### src/design/afcu_pkg.sv
// ----------------------------------------------------------------------------
// afcu_pkg
// Shared types and constants of the attractor force and consume unit.
// ----------------------------------------------------------------------------
package afcu_pkg;

  localparam int unsigned COORD_W  = 24;
  localparam int unsigned DIFF_W   = 25;
  localparam int unsigned DIST2_W  = 49;
  localparam int unsigned RADSQ_W  = 47;
  localparam int unsigned GAIN_W   = 16;
  localparam int unsigned HEALTH_W = 16;
  localparam int unsigned HCOUNT_W = 18;
  localparam int unsigned HNOW_W   = 17;
  localparam int unsigned FRAC_W   = 16;
  localparam int unsigned ROOT_W   = 24;
  localparam int unsigned CFG_IDX_W = 3;

  // item modes
  localparam logic [1:0] MODE_FORCE   = 2'd0;
  localparam logic [1:0] MODE_CONSUME = 2'd1;
  localparam logic [1:0] MODE_RESTORE = 2'd2;

  // configuration register indexes
  localparam logic [CFG_IDX_W-1:0] REG_ATTRACTOR_X  = 3'd0;
  localparam logic [CFG_IDX_W-1:0] REG_ATTRACTOR_Y  = 3'd1;
  localparam logic [CFG_IDX_W-1:0] REG_ATTRACT_RSQ  = 3'd2;
  localparam logic [CFG_IDX_W-1:0] REG_CONSUME_RSQ  = 3'd3;
  localparam logic [CFG_IDX_W-1:0] REG_FORCE_GAIN   = 3'd4;
  localparam logic [CFG_IDX_W-1:0] REG_INIT_HEALTH  = 3'd5;

  // register reset values
  localparam logic [RADSQ_W-1:0]  RST_ATTRACT_RSQ = 47'd1;
  localparam logic [GAIN_W-1:0]   RST_FORCE_GAIN  = 16'd256;
  localparam logic [HEALTH_W-1:0] RST_INIT_HEALTH = 16'd100;

  // control toward the engine
  typedef struct packed {
    logic start;
    logic force_en;
  } afcu_ctl_t;

  // status back from the engine
  typedef struct packed {
    logic               done;
    logic [DIST2_W-1:0] d2;
  } afcu_sts_t;

endpackage

### src/design/afcu_engine.sv
// ----------------------------------------------------------------------------
// afcu_engine
// Bit-serial arithmetic: squared distance, gain falloff, square root and
// per-axis scaling, one bit or one root digit per cycle.
// ----------------------------------------------------------------------------
module afcu_engine (
  input  logic                                clk,
  input  logic                                rst,
  input  afcu_pkg::afcu_ctl_t                 ctl,
  input  logic [afcu_pkg::COORD_W-1:0]        ax,
  input  logic [afcu_pkg::COORD_W-1:0]        ay,
  input  logic                                neg_x,
  input  logic                                neg_y,
  input  logic [afcu_pkg::RADSQ_W-1:0]        radius_sq,
  input  logic [afcu_pkg::GAIN_W-1:0]         gain,
  output afcu_pkg::afcu_sts_t                 sts,
  output logic signed [afcu_pkg::COORD_W-1:0] force_x,
  output logic signed [afcu_pkg::COORD_W-1:0] force_y
);
  import afcu_pkg::*;

  localparam logic [4:0] LAST_COORD = 5'(COORD_W - 1);
  localparam logic [4:0] LAST_FRAC  = 5'(FRAC_W - 1);
  localparam logic [4:0] LAST_ROOT  = 5'(ROOT_W - 1);

  typedef enum logic [3:0] {
    E_IDLE, E_SQ, E_CHK, E_DIV_T, E_MUL_M, E_SQRT, E_MUL_P, E_DIV_Q, E_DONE
  } est_t;

  est_t st;
  logic [4:0]         cnt;
  logic               axis;
  logic               done;
  logic [DIST2_W-1:0] d2;
  // shift-add multiplier
  logic [DIST2_W-1:0] acc;
  logic [DIST2_W-1:0] mcand;
  logic [COORD_W-1:0] mplier;
  // restoring divider
  logic [RADSQ_W-1:0] rem;
  logic [RADSQ_W-1:0] dvs;
  logic [FRAC_W-1:0]  nb;
  logic [FRAC_W-1:0]  quo;
  // digit-by-digit square root
  logic [47:0]        sr;
  logic [25:0]        srem;
  logic [ROOT_W-1:0]  root;
  logic [FRAC_W-1:0]  mag;
  logic [ROOT_W-1:0]  len;
  logic signed [COORD_W-1:0] fx;
  logic signed [COORD_W-1:0] fy;

  // step logic
  logic [DIST2_W-1:0] acc_next;
  logic [RADSQ_W:0]   rem_sh;
  logic               div_ge;
  logic [RADSQ_W-1:0] rem_next;
  logic [FRAC_W-1:0]  quo_next;
  logic [26:0]        rr;
  logic [26:0]        trial;
  logic               sq_ge;
  logic [ROOT_W-1:0]  root_next;
  logic [25:0]        srem_next;
  logic [COORD_W-1:0] qmag;
  logic [COORD_W-1:0] signed_q;

  always_comb begin
    acc_next  = mplier[0] ? acc + mcand : acc;
    rem_sh    = {rem, nb[FRAC_W-1]};
    div_ge    = rem_sh >= {1'b0, dvs};
    rem_next  = div_ge ? RADSQ_W'(rem_sh - {1'b0, dvs}) : rem_sh[RADSQ_W-1:0];
    quo_next  = {quo[FRAC_W-2:0], div_ge};
    rr        = {srem[24:0], sr[47:46]};
    trial     = {1'b0, root, 2'b01};
    sq_ge     = rr >= trial;
    srem_next = sq_ge ? 26'(rr - trial) : rr[25:0];
    root_next = {root[ROOT_W-2:0], sq_ge};
    qmag      = {8'd0, quo_next};
    signed_q  = (axis ? neg_y : neg_x) ? COORD_W'(-qmag) : qmag;
  end

  // sequencer and datapath registers
  always_ff @(posedge clk) begin
    if (rst) begin
      st   <= E_IDLE;
      done <= 1'b0;
    end else begin
      done <= 1'b0;
      case (st)
        E_IDLE: begin
          if (ctl.start) begin
            acc    <= '0;
            mcand  <= {25'd0, ax};
            mplier <= ax;
            cnt    <= '0;
            axis   <= 1'b0;
            st     <= E_SQ;
          end
        end
        E_SQ: begin
          acc    <= acc_next;
          mcand  <= {mcand[DIST2_W-2:0], 1'b0};
          mplier <= {1'b0, mplier[COORD_W-1:1]};
          cnt    <= cnt + 5'd1;
          if (cnt == LAST_COORD) begin
            cnt <= '0;
            if (!axis) begin
              axis   <= 1'b1;
              mcand  <= {25'd0, ay};
              mplier <= ay;
            end else begin
              st <= E_CHK;
            end
          end
        end
        E_CHK: begin
          d2 <= acc;
          if (ctl.force_en && acc != '0 && acc < {2'b00, radius_sq}) begin
            rem <= RADSQ_W'({2'b00, radius_sq} - acc);
            dvs <= radius_sq;
            nb  <= '0;
            quo <= '0;
            cnt <= '0;
            st  <= E_DIV_T;
          end else begin
            fx <= '0;
            fy <= '0;
            st <= E_DONE;
          end
        end
        E_DIV_T: begin
          rem <= rem_next;
          quo <= quo_next;
          nb  <= {nb[FRAC_W-2:0], 1'b0};
          cnt <= cnt + 5'd1;
          if (cnt == LAST_FRAC) begin
            acc    <= '0;
            mcand  <= {33'd0, quo_next};
            mplier <= {8'd0, gain};
            cnt    <= '0;
            st     <= E_MUL_M;
          end
        end
        E_MUL_M: begin
          acc    <= acc_next;
          mcand  <= {mcand[DIST2_W-2:0], 1'b0};
          mplier <= {1'b0, mplier[COORD_W-1:1]};
          cnt    <= cnt + 5'd1;
          if (cnt == LAST_FRAC) begin
            mag  <= acc_next[31:16];
            sr   <= {1'b0, d2[RADSQ_W-1:0]};
            srem <= '0;
            root <= '0;
            cnt  <= '0;
            st   <= E_SQRT;
          end
        end
        E_SQRT: begin
          sr   <= {sr[45:0], 2'b00};
          srem <= srem_next;
          root <= root_next;
          cnt  <= cnt + 5'd1;
          if (cnt == LAST_ROOT) begin
            len    <= root_next;
            axis   <= 1'b0;
            acc    <= '0;
            mcand  <= {33'd0, mag};
            mplier <= ax;
            cnt    <= '0;
            st     <= E_MUL_P;
          end
        end
        E_MUL_P: begin
          acc    <= acc_next;
          mcand  <= {mcand[DIST2_W-2:0], 1'b0};
          mplier <= {1'b0, mplier[COORD_W-1:1]};
          cnt    <= cnt + 5'd1;
          if (cnt == LAST_COORD) begin
            // quotient fits 16 bits, so the upper part already lies below len
            rem <= {23'd0, acc_next[39:16]};
            nb  <= acc_next[15:0];
            dvs <= {23'd0, len};
            quo <= '0;
            cnt <= '0;
            st  <= E_DIV_Q;
          end
        end
        E_DIV_Q: begin
          rem <= rem_next;
          quo <= quo_next;
          nb  <= {nb[FRAC_W-2:0], 1'b0};
          cnt <= cnt + 5'd1;
          if (cnt == LAST_FRAC) begin
            cnt <= '0;
            if (!axis) begin
              fx     <= signed_q;
              axis   <= 1'b1;
              acc    <= '0;
              mcand  <= {33'd0, mag};
              mplier <= ay;
              st     <= E_MUL_P;
            end else begin
              fy <= signed_q;
              st <= E_DONE;
            end
          end
        end
        E_DONE: begin
          done <= 1'b1;
          st   <= E_IDLE;
        end
        default: st <= E_IDLE;
      endcase
    end
  end

  assign sts.done = done;
  assign sts.d2   = d2;
  assign force_x  = fx;
  assign force_y  = fy;

endmodule

### src/design/attractor_force_and_consume_unit.sv
// ----------------------------------------------------------------------------
// attractor_force_and_consume_unit
// Point attractor with health: force queries, consume attempts and restore.
// ----------------------------------------------------------------------------
// Usage:
//   s_* carries one item: tuser holds the mode, tdata the agent position and
//   the damage amount. m_* returns one result item per input item.
//   cfg_* writes a register by index; it is always ready, and the user must
//   write it only while the block is idle, which the block does not enforce.
// Sequence:
//   every item first forms the squared distance bit-serially; a force
//   query from an active attractor that lies inside the radius and not on
//   the attractor then runs a falloff division, a gain multiply, a square
//   root and for each axis a multiply and a division, all in the one serial
//   engine. s_tready rises again as the result is registered, so only one
//   item is in work at a time.
// Reset and stall:
//   rst loads register reset values, health 100 and the active flag.
//   A stalled m_tready holds the result; the next item may be taken and
//   worked on while it waits, and its result holds until the slot empties.
// ----------------------------------------------------------------------------
module attractor_force_and_consume_unit (
  input  logic        clk,
  input  logic        rst,
  input  logic        s_tvalid,
  output logic        s_tready,
  // agent_x[23:0], agent_y[47:24], damage_amount[63:48]
  input  logic [63:0] s_tdata,
  // mode[1:0]
  input  logic [1:0]  s_tuser,
  output logic        m_tvalid,
  input  logic        m_tready,
  // force_x[23:0], force_y[47:24], consumed[48], still_active[49],
  // health_now[66:50], zero fill[71:67]
  output logic [71:0] m_tdata,
  input  logic        cfg_valid,
  output logic        cfg_ready,
  input  logic [afcu_pkg::CFG_IDX_W-1:0] cfg_index,
  input  logic [afcu_pkg::RADSQ_W-1:0]   cfg_data
);
  import afcu_pkg::*;

  typedef enum logic [1:0] {T_IDLE, T_RUN, T_DONE} tst_t;

  tst_t st;
  // configuration registers
  logic signed [COORD_W-1:0] attractor_x;
  logic signed [COORD_W-1:0] attractor_y;
  logic [RADSQ_W-1:0]  attract_rsq;
  logic [RADSQ_W-1:0]  consume_rsq;
  logic [GAIN_W-1:0]   force_gain;
  logic [HEALTH_W-1:0] init_health;
  // state
  logic signed [HCOUNT_W-1:0] health;
  logic                       active;
  // item registers
  logic [1:0]          mode;
  logic [HEALTH_W-1:0] damage;
  logic [COORD_W-1:0]  ax;
  logic [COORD_W-1:0]  ay;
  logic                neg_x;
  logic                neg_y;
  afcu_ctl_t           ctl;
  afcu_sts_t           sts;
  logic signed [COORD_W-1:0] eng_fx;
  logic signed [COORD_W-1:0] eng_fy;
  logic [71:0]         out_data;

  // item position differences
  logic signed [DIFF_W-1:0] dx;
  logic signed [DIFF_W-1:0] dy;
  logic [DIFF_W-1:0]        dx_abs;
  logic [DIFF_W-1:0]        dy_abs;
  // result logic
  logic                       hit;
  logic signed [HCOUNT_W-1:0] health_next;
  logic                       active_next;
  logic                       out_free;

  always_comb begin
    dx     = DIFF_W'(attractor_x) - DIFF_W'($signed(s_tdata[23:0]));
    dy     = DIFF_W'(attractor_y) - DIFF_W'($signed(s_tdata[47:24]));
    dx_abs = dx[DIFF_W-1] ? DIFF_W'(-dx) : dx;
    dy_abs = dy[DIFF_W-1] ? DIFF_W'(-dy) : dy;
  end

  always_comb begin
    hit         = (mode == MODE_CONSUME) && active && (sts.d2 <= {2'b00, consume_rsq});
    health_next = health;
    active_next = active;
    if (hit) begin
      health_next = health - $signed({2'b00, damage});
      active_next = health_next > 0;
    end else if (mode == MODE_RESTORE) begin
      health_next = $signed({2'b00, init_health});
      active_next = 1'b1;
    end
    out_free = !m_tvalid || m_tready;
  end

  assign s_tready  = (st == T_IDLE);
  assign cfg_ready = 1'b1;
  assign m_tdata   = out_data;

  // configuration writes
  always_ff @(posedge clk) begin
    if (rst) begin
      attractor_x <= '0;
      attractor_y <= '0;
      attract_rsq <= RST_ATTRACT_RSQ;
      consume_rsq <= '0;
      force_gain  <= RST_FORCE_GAIN;
      init_health <= RST_INIT_HEALTH;
    end else if (cfg_valid) begin
      case (cfg_index)
        REG_ATTRACTOR_X: attractor_x <= $signed(cfg_data[COORD_W-1:0]);
        REG_ATTRACTOR_Y: attractor_y <= $signed(cfg_data[COORD_W-1:0]);
        REG_ATTRACT_RSQ: attract_rsq <= cfg_data;
        REG_CONSUME_RSQ: consume_rsq <= cfg_data;
        REG_FORCE_GAIN:  force_gain  <= cfg_data[GAIN_W-1:0];
        REG_INIT_HEALTH: init_health <= cfg_data[HEALTH_W-1:0];
        default: ;
      endcase
    end
  end

  // item sequencing, health state and output register
  always_ff @(posedge clk) begin
    if (rst) begin
      st        <= T_IDLE;
      ctl.start <= 1'b0;
      m_tvalid  <= 1'b0;
      health    <= $signed({2'b00, RST_INIT_HEALTH});
      active    <= 1'b1;
    end else begin
      ctl.start <= 1'b0;
      if (m_tvalid && m_tready) m_tvalid <= 1'b0;
      case (st)
        T_IDLE: begin
          if (s_tvalid) begin
            mode         <= s_tuser;
            damage       <= s_tdata[63:48];
            ax           <= dx_abs[COORD_W-1:0];
            ay           <= dy_abs[COORD_W-1:0];
            neg_x        <= dx[DIFF_W-1];
            neg_y        <= dy[DIFF_W-1];
            ctl.force_en <= (s_tuser == MODE_FORCE) && active;
            ctl.start    <= 1'b1;
            st           <= T_RUN;
          end
        end
        T_RUN: begin
          if (sts.done) st <= T_DONE;
        end
        T_DONE: begin
          if (out_free) begin
            health   <= health_next;
            active   <= active_next;
            out_data <= {5'd0, health_next[HNOW_W-1:0], active_next, hit,
                         eng_fy, eng_fx};
            m_tvalid <= 1'b1;
            st       <= T_IDLE;
          end
        end
        default: st <= T_IDLE;
      endcase
    end
  end

  afcu_engine u_engine (
    .clk       (clk),
    .rst       (rst),
    .ctl       (ctl),
    .ax        (ax),
    .ay        (ay),
    .neg_x     (neg_x),
    .neg_y     (neg_y),
    .radius_sq (attract_rsq),
    .gain      (force_gain),
    .sts       (sts),
    .force_x   (eng_fx),
    .force_y   (eng_fy)
  );

endmodule

### config.mk
export PLATFORM = sky130hd
export DESIGN_NAME = attractor_force_and_consume_unit
export DESIGN_NICKNAME = d
export VERILOG_FILES = /design/src/design/afcu_pkg.sv /design/src/design/afcu_engine.sv /design/src/design/attractor_force_and_consume_unit.sv
export SDC_FILE = /design/constraint.sdc
export NUM_CORES = 2
export LEC_CHECK = 0
export CAP_MARGIN = 20
export CELL_PAD_IN_SITES_DETAIL_PLACEMENT = 0
export CELL_PAD_IN_SITES_GLOBAL_PLACEMENT = 1
export CORE_UTILIZATION = 50
export CTS_CLUSTER_DIAMETER = 60
export CTS_CLUSTER_SIZE = 20
export DETAILED_ROUTE_END_ITERATION = 6
export DONT_BUFFER_PORTS = 1
export GPL_TIMING_DRIVEN = 0
export PLACE_DENSITY = 0.8
export SYNTH_ARGS = -nofsm -noshare
export SYNTH_HDL_FRONTEND = slang
export SYNTH_SLANG_ARGS = --single-unit
### constraint.sdc
create_clock -name clk -period 7.3 [get_ports clk]
set_clock_uncertainty 0.2 [all_clocks]
set_input_delay 0.73 -clock clk [delete_from_list [all_inputs] [get_ports clk]]
set_output_delay 0.73 -clock clk [all_outputs]
set_load 0.005 [all_outputs]
==> reports/results.tsv <==
stage	metric	value	unit
critical_path	CP Buf/Inv Count	2	
global_route	met2 Usage GRT	0.511	
global_route	Top Usage Layer GRT	met2	
clocking	TritonCTS clock tree	yes	
synth	Synth Area in Compound Gates	0.173	
finish	Multi-input gate area	22900	sq um
synth	most frequent cell after synthesis	nand2_1	
routing	residual DRC count	17	
synth	ys flop type	edfxtp_1	
critical_path	Crit path largest cell delay	0.68	ns
synth	top cells by area, synth	edfxtp_1 39%, ha_1 8.6%, dfxtp_1 8.4%	
synth	area leader, netlist	edfxtp_1	
synth	XOR/XNOR Fraction of Synth Area	0.0457	
synth	Netlist Area Pre-Place	47900	sq um
global_route	first-pass GRT wire length	238000	um
place	routability cong.	0.987	
floorplan	io pins	196	
synth	average size of a mapped cell	9.49	sq um
critical_path	WS Path Type	register to register	
clocking	total CTS buffers	79	
critical_path	Max Fanout on Critical Path	16	
critical_path	CP Data Required Time	7.47	ns
job	max cap viols	0	
synth	EDFF count, synth	623	
critical_path	crit path cell chain	ha_1 -> clkbuf_1 -> nand4_1 -> nor2_1 -> nand4_1 -> a21oi_1 -> nor3_1 -> a311oi_1 -> o21ai_0 -> a21oi_2 -> buf_8	
synth	mux contribution to synthesized area	0.0177	
floorplan	Die Y	312	um
synth	register bit total from synthesis	825	
place	Detail Placement HPWL	125000	um
critical_path	Worst setup SP type	register	
critical_path	crit end category	register	
clocking	Root Driver	clkbuf_16	
floorplan	initial core utilization	0.504	
sta	final number of hold-violating endpoints	0	
clocking	clock tree sinks	825	
synth	Post-Synth Adder-Cell Area	0.0889	
finish	NumNets Final	5691	
place	Port-buffer cells	0	
sta	RSZ-0062 raised after global routing	false	
synth	simple-gate share of the synthesized area	0.151	
critical_path	Critical Path Slowest Stage Cell	a311oi_1	
routing	post-route ant nets	0	
floorplan	Die X	312	um
clocking	# resized after CTS	0	
power	VDD IR-drop max	0.169	mV
global_route	grt total ovfl	0	
sta	FMAX	0.176	GHz
clocking	Clock Tree Buf Depth	3	
run_status	run status	finished with violations	
critical_path	Most common cell on crit path	nand4_1	
finish	fillcell total	8487	
global_route	vias in the first global route	36868	
critical_path	Crit path max-delay family	compound AO/OA/AOI/OAI gates	
synth	Seq/Total Area, Yosys	0.475	
synth	largest family of logic cells by synthesized area	compound AO/OA/AOI/OAI gates	
global_route	initial antenna violation count	8	
synth	top cell type's share of synthesized area	0.390	
floorplan	Core Rows	113	
synth	Netlist cell types	91	
min_path	hold crit path type	input pin to register	
global_route	largest net degree at the start of global routing	59	
sta	final setup violation count	0	
synth	Syn Inst Count	5048	
sta	Slew Viols, Final	0	
sta	Worst Slack Setup Final	1.61	ns
finish	Storage cell area	22800	sq um
synth	most frequent cells after synthesis	817 x nand2_1, 623 x edfxtp_1, 536 x a21oi_1	
critical_path	WP data arrival	5.87	ns
sta	worst hold slack	0.0317	ns
place	worst slack, placed	1.77	ns
floorplan	die area	97100	sq um
global_route	GRT Util Overall	0.330	
synth	Async S/R FF share, synth	0	
synth	Yosys warning total	0	
routing	drt pass-1 iters	7	
clocking	Setup Fix Bufs, Post-CTS	0	
floorplan	core area	95000	sq um
clocking	CTS clk-pin slew, worst paths	0.07	ns
sta	Final min period	5.69	ns
routing	DR WL/cell	24.9	um
sta	Tcrit/Tclk final	0.780	
global_route	GR Util met1	0.459	
routing	via count of the routed design	39456	
clocking	worst skew pair latency	0.69	ns
power	pwr dens	270	nW/um^2
routing	final WL	163000	um
run_status	violated checks	design-rule violations	
global_route	met3 global-route usage	0.0546	
sta	Worst-Margin Slew	1.25	ns
finish	synth-to-layout area growth	11.9	%
routing	Vias/cell	6.01	
finish	share of cells above drive strength 1	0.0493	
sta	Relative slew margins	0.164	
clocking	H-Tree Depth	3	
power	Pleak	20.8	nW
routing	iteration-0 DRC count of the detailed router	4323	
## flip-flops by register name (all words and copies together) (netlist names), 25 cells and up
register / cells
attract_rsq: 47
consume_rsq: 47
m_tdata: 67
u_engine.acc: 49
u_engine.d2: 49
u_engine.dvs: 47
u_engine.mcand: 49
u_engine.rem: 47
u_engine.sr: 48
u_engine.srem: 25
## final cells by class
type,count,area share
Clock inverter,59,0.0138
Antenna cell,3,0.000140
Buffer,227,0.0169
Sequential cell,825,0.424
Clock buffer,88,0.0393
Multi-Input combinational cell,3617,0.428
Tap cell,1265,0.0295
Inverter,383,0.0268
Timing Repair Buffer,100,0.0219
## layer usage
metal  up-vias  wire length, um
met5         -               13
met4         2             7150
met2      1584            72500
met3       273            13000
li1      18448                -
met1     19149            70700
## placed cells by master, fill, tap and decap left out, types with 26 or more instances in the layout
cell	count
inv_1	381
nand4_1	57
and3_1	44
mux2i_1	68
nor4_1	26
clkbuf_1	198
o31ai_1	27
nand3_1	66
dlygate4sd3_1	67
edfxtp_1	623
dfxtp_1	202
and2_1	55
nor3_1	52
o21bai_1	38
a221oi_1	40
xor2_1	100
o21a_1	43
o21ai_0	213
xnor2_1	150
a21o_1	121
nor2b_1	35
a31oi_1	48
nand2b_1	46
a21oi_1	531
nand2_1	817
nor2_1	328
a211oi_1	31
ha_1	331
clkbuf_16	83
## per-stage QoR
step	instance area (sq um)	std cells	TNS (ns)	total power, mW	utilization
floorplan	47900	5052	0	8.47	-
global placement	49500	6317	-561.96	9.81	0.521
finish	53600	6567	0	14.5	0.565
CTS	53600	6562	0	14.4	0.564
global route	53600	6565	0	15.0	0.565
detailed placement	50100	6348	0	9.87	0.527
## final timing paths
kind / startpoint / endpoint / slack [ns] / cells after the start
worst max-delay path: u_engine.acc[29] / u_engine.force_x[17] / 1.61 / 11
worst min-delay path: cfg_data[17] / attractor_y[17] / 0.03 / 2
worst max register to register: u_engine.acc[29] / u_engine.force_x[17] / 1.61 / 11
worst min register to register: u_engine.force_x[17] / m_tdata[17] / 0.21 / 0
## what timing repair did
item / CTS / global route
setup endpoints to repair: 0 / 0
hold buffers: 67 / 0
endpoints found under the hold margin: 188 / 0
## logic make-up (layout without fill, tap and decap cells)
group | after synthesis | in the layout
buf+inv | 610 | 857
other cells | 2 | 9
compound gates | 1319 | 1319
xor+xnor | 250 | 250
fa+ha+maj | 337 | 337
flops | 825 | 825
mux | 83 | 83
simple gates | 1622 | 1622
## power by group
group	switching, mW	internal (mW)
sequential	0.396	5.56
combinational	2.62	1.39
clock	2.19	2.31
total	5.20	9.27
Power figures use the tool's default switching activity.
